===== src/rtl/core/swmm_pkg.sv =====
`timescale 1ns / 1ps

package swmm_pkg;

  localparam int DefaultMaxDepth = 256;
  localparam int SampleWidth = 16;
  localparam int IndexWidth = 16;
  localparam int CountWidth = 9;
  localparam int LogWidth = 4;
  localparam logic [LogWidth-1:0] ResetLog2 = 4'd8;

  typedef enum logic {
    CMD_PUSH  = 1'b0,
    CMD_CLEAR = 1'b1
  } cmd_t;

  typedef enum logic [3:0] {
    ST_IDLE,
    ST_WRITE,
    ST_MIN_READ,
    ST_MIN_FETCH,
    ST_MIN_CHECK,
    ST_MAX_READ,
    ST_MAX_FETCH,
    ST_MAX_CHECK,
    ST_APPEND,
    ST_FRONT_READ,
    ST_EVICT,
    ST_OUT_READ,
    ST_OUT_FETCH,
    ST_OUT_LOAD,
    ST_OUT_HOLD
  } state_t;

  typedef struct packed {
    logic clear;
    logic write_sample;
    logic min_read_back;
    logic min_pop_back;
    logic max_read_back;
    logic max_pop_back;
    logic append;
    logic front_read;
    logic evict;
    logic out_read;
    logic out_load;
  } ctrl_t;

  typedef struct packed {
    logic min_empty;
    logic min_worse;
    logic max_empty;
    logic max_worse;
  } status_t;

endpackage


===== src/rtl/core/swmm_ctrl.sv =====
`timescale 1ns / 1ps

module swmm_ctrl
  import swmm_pkg::*;
(
  input  logic    clk,
  input  logic    rst,
  input  logic    start,
  input  logic    is_clear,
  input  status_t status,
  input  logic    out_taken,
  output logic    busy,
  output logic    out_valid,
  output ctrl_t   ctrl
);

  state_t state;
  state_t state_next;

  always_ff @(posedge clk) begin
    if (rst) begin
      state <= ST_IDLE;
    end else begin
      state <= state_next;
    end
  end

  always_comb begin
    state_next = state;
    ctrl = '0;
    busy = 1'b1;
    out_valid = 1'b0;
    case (state)
      ST_IDLE: begin
        busy = 1'b0;
        if (start) begin
          if (is_clear) begin
            ctrl.clear = 1'b1;
            state_next = ST_OUT_READ;
          end else begin
            state_next = ST_WRITE;
          end
        end
      end
      ST_WRITE: begin
        ctrl.write_sample = 1'b1;
        state_next = ST_MIN_READ;
      end
      ST_MIN_READ: begin
        if (status.min_empty) begin
          state_next = ST_MAX_READ;
        end else begin
          ctrl.min_read_back = 1'b1;
          state_next = ST_MIN_FETCH;
        end
      end
      ST_MIN_FETCH: begin
        state_next = ST_MIN_CHECK;
      end
      ST_MIN_CHECK: begin
        if (status.min_worse) begin
          ctrl.min_pop_back = 1'b1;
          state_next = ST_MIN_READ;
        end else begin
          state_next = ST_MAX_READ;
        end
      end
      ST_MAX_READ: begin
        if (status.max_empty) begin
          state_next = ST_APPEND;
        end else begin
          ctrl.max_read_back = 1'b1;
          state_next = ST_MAX_FETCH;
        end
      end
      ST_MAX_FETCH: begin
        state_next = ST_MAX_CHECK;
      end
      ST_MAX_CHECK: begin
        if (status.max_worse) begin
          ctrl.max_pop_back = 1'b1;
          state_next = ST_MAX_READ;
        end else begin
          state_next = ST_APPEND;
        end
      end
      ST_APPEND: begin
        ctrl.append = 1'b1;
        state_next = ST_FRONT_READ;
      end
      ST_FRONT_READ: begin
        ctrl.front_read = 1'b1;
        state_next = ST_EVICT;
      end
      ST_EVICT: begin
        ctrl.evict = 1'b1;
        state_next = ST_OUT_READ;
      end
      ST_OUT_READ: begin
        ctrl.out_read = 1'b1;
        state_next = ST_OUT_FETCH;
      end
      ST_OUT_FETCH: begin
        state_next = ST_OUT_LOAD;
      end
      ST_OUT_LOAD: begin
        ctrl.out_load = 1'b1;
        state_next = ST_OUT_HOLD;
      end
      ST_OUT_HOLD: begin
        out_valid = 1'b1;
        if (out_taken) begin
          state_next = ST_IDLE;
        end
      end
      default: begin
        state_next = ST_IDLE;
      end
    endcase
  end

endmodule


===== config.mk =====
export PLATFORM = sky130hd
export DESIGN_NAME = swmm_ctrl
export DESIGN_NICKNAME = d
export VERILOG_FILES = /design/src/rtl/core/swmm_pkg.sv /design/src/rtl/core/swmm_ctrl.sv
export SDC_FILE = /design/constraint.sdc
export NUM_CORES = 1
export LEC_CHECK = 0
export ABC_CLOCK_PERIOD_IN_PS = 1410
export CELL_PAD_IN_SITES_DETAIL_PLACEMENT = 0
export CELL_PAD_IN_SITES_GLOBAL_PLACEMENT = 1
export CORE_MARGIN = 2
export CORE_UTILIZATION = 34
export DETAILED_ROUTE_END_ITERATION = 16
export DONT_BUFFER_PORTS = 1
export HOLD_SLACK_MARGIN = 0.05
export PLACE_DENSITY_LB_ADDON = 0.1
export REMOVE_ABC_BUFFERS = 1
export SLEW_MARGIN = 20
export SYNTH_ARGS = -nofsm -noshare
export SYNTH_HDL_FRONTEND = slang
export SYNTH_SLANG_ARGS = --single-unit

===== constraint.sdc =====
create_clock -name clk -period 1.41 [get_ports clk]
set_input_delay 0.282 -clock clk [delete_from_list [all_inputs] [get_ports clk]]
set_output_delay 0.282 -clock clk [all_outputs]
set_load 0.02 [all_outputs]

==> metrics <==
clock slew at reported path FFs 40 ps; Crit Reg-Reg Endpoint state[3]; share of synthesized registers carrying an async set or reset 0; status finished, violations left; crit-path max cell delay around 550 ps; Total Routing Usage GR 0.2078; sequential share of the synthesized area 0.1788; simple-gate share of the synthesized area 0.4665; post-layout min period 1614 ps; main combinational cell family by area after synthesis simple AND/OR/NAND/NOR gates; Largest register FFs 4; Clock Sink Count 4; Switching Fraction 0.4543; P_int 0.001025 W; Post-Synth Adder-Cell Area 0; gp weighted congestion roughly 0.86; layout cells sized above 1 0.5532; xor/xnor cell area share of the yosys netlist 0; Worst R2R Start state[3]; FF-to-FF setup slack -60 ps; Routed WL 1558 µm; vias in the first global route 511; Compound-Gate Fraction of Synth Area 0.2709; Die H 40.30 µm; Clock Tree Buf Depth 2; Synth Register Bits 4; Commonest cells post-synth nor2_1, nand2_1, a21oi_1, nand2b_1, nor3_1; origin of the worst setup path state[3]; most common flop cell mapped by yosys dfxtp_1; residual DRC count 0; mux cell area share after synthesis 0; largest registers state x4; Comb pwr share 0.797; Core Region 1269 µm²; CP Capture Type output pin; clock share of power 0.072; critical setup path kind reg2out; CP required 1130 ps; Area contributors post-synth dfxtp_1, nor2_1, nand2b_1, nand2_1, a21oi_1; DRT iter0 DRCs 12; Max VDD drop 0.001140 V; Die Span X 40.30 µm; Area growth syn-to-layout 99.16%; Mean Syn Cell Area ~6.5 µm²; CP Data Arrival Time 1330 ps; failing checks setup timing; Initial DRT Pass Iterations 4; Hold EP state[3]; largest net degree at the start of global routing 15; post-layout util 0.7032; most numerous cell in the Yosys netlist nor2_1; Top reg by flops state; boundary pin count 22; clk_lat worst skew 230 ps; leakage 0.3286 nW; vias 616; DR WL/cell 14.29 µm; crit path max fanout 3; crit path cell chain or4_4 > nor2_2 > buf_6; total congestion overflow 0; post-DP HPWL just under 1000 µm; clock root cell clkbuf_4; initial core utilization 0.3531; final slew viol count 0; PwrDens about 2100 nW/µm²; first-pass GRT wire length 2270 µm; Final Hold Vio Count 0; worst rel slew slack 0.8561; Setup TNS -994.0 ps; fin worst setup slack -204.2 ps; HP Start rst; largest area contributor in the netlist dfxtp_1; FP Rows 13; part of the cycle the worst path needs 1.145; Worst-Margin Slew 214.3 ps; max-cap viol count 0; antenna violations before repair 0; worst r2r path cells 5; hold depth 1; Synth Warn # 0; port buffer count 0; placed insts 100; Die ar. 1624 µm²; routed vias/inst around 5.7; Cells after Synth 69; TritonCTS clock tree yes; fmax 619.5 MHz; Setup violations, final 14; synthesized area 447.9 µm²; H-Tree Depth 1; Hold Path Class in2reg; diode count 0; top-area cell type share of the netlist area 0.1788; Antenna Nets Post-Route 0; fin nets 105; Cell Count, Final, Fillers Out 109; unrepaired setup endpoints after global routing true; Synth cell types 27; Critical-path top delay cell or4_4; Psw about 0.00085 W; crit start category register; fillers 100; Seq pwr share 0.131; CTS buffer count 3; number of flops mapped to enable cells by yosys 0; post-layout power 0.001878 W; Worst Skew 4.526 ps
-- final cells by class --
| class | count | area [µm²] | share of cell area |
|---|---|---|---|
| clock buffer | 3 | 22.52 | 0.02525 |
| multi-input combinational | 58 | 464.2 | 0.5203 |
| sequential | 4 | 90.09 | 0.1010 |
| tap | 15 | 18.77 | 0.02104 |
| timing repair buffer | 29 | 296.5 | 0.3324 |
-- kinds of logic (layout without fill, tap and decap cells) --
logic type,after synthesis,after routing
compound gates,19,19
simple gates,39,39
buf+inv,7,32
flops,4,4
-- timing repair --
action,4_1_cts,5_1_grt
resized for setup,24,25
hold buffers,0,0
setup endpoints to repair,12,15
endpoints found under the hold margin,0,0
setup buffers,4,2
pin swaps,3,4
-- cells in the final DEF (no fill, tap or decap), drive strengths merged --
cell type,netlist,routed
o31ai,1,1
a32oi,1,1
o21a,1,1
o211ai,2,2
nor2,10,10
nand4b,1,1
a31oi,3,3
a21oi,5,5
or4,1,1
nor3b,2,2
nand2,7,7
or3,1,1
o21ai,4,4
nand2b,5,5
dfxtp,4,4
o21bai,1,1
or4b,1,1
nor4,1,1
a21o,1,1
nor4b,1,1
nor3,5,5
clkbuf,3,4
buf,4,28
nand3,2,2
nor2b,2,2
-- critical path: cells and delay by family (launching register included) --
kind	cells	cell delay, ps
buffers and inverters	1	120
flip-flops	1	310
AND/OR/NAND/NOR	2	660
-- worst max path at each step --
| stage | endpoint | slack [ps] |
|---|---|---|
| finish | ctrl[10] | -200 |
| global route | ctrl[10] | -260 |
| CTS | ctrl[10] | -200 |
| detailed placement | ctrl[10] | 10 |
| global placement | ctrl[10] | 30 |
| floorplan | state[1] | -410 |
-- through the flow --
stage | hold slack, ps | setup WS, ps | cell area (µm²)
after floorplan | 351.1 | -405.4 | 410.4
after global placement | 356.2 | 34.09 | 601.8
after detailed placement | 356.8 | 10.06 | 601.8
after CTS | 113.4 | -201.3 | 780.7
after global routing | 95.03 | -263.2 | 892.1
final | 110.7 | -204.2 | 892.1
-- power by group through the flow --
| stage | Sequential, W | Clock [W] | Combinational [W] |
|---|---|---|---|
| final | 0.000245 | 0.000136 | 0.00150 |
| after global placement | 0.000211 | 0 | 0.000932 |
| after floorplan | 0.000305 | 0 | 0.000462 |
| after CTS | 0.000228 | 0.000140 | 0.00127 |
| after detailed placement | 0.000218 | 0 | 0.000924 |
| after global routing | 0.000255 | 0.000155 | 0.00160 |
-- routing by layer --
layer  vias up  track usage  routed length [µm]
met5         -            0                   0
met4         0            0                   0
met3         0      0.08333                 103
met2        21       0.3790                 851
met1       289       0.2401                 604
li1        306            -                   -
Power figures use the tool's default switching activity.
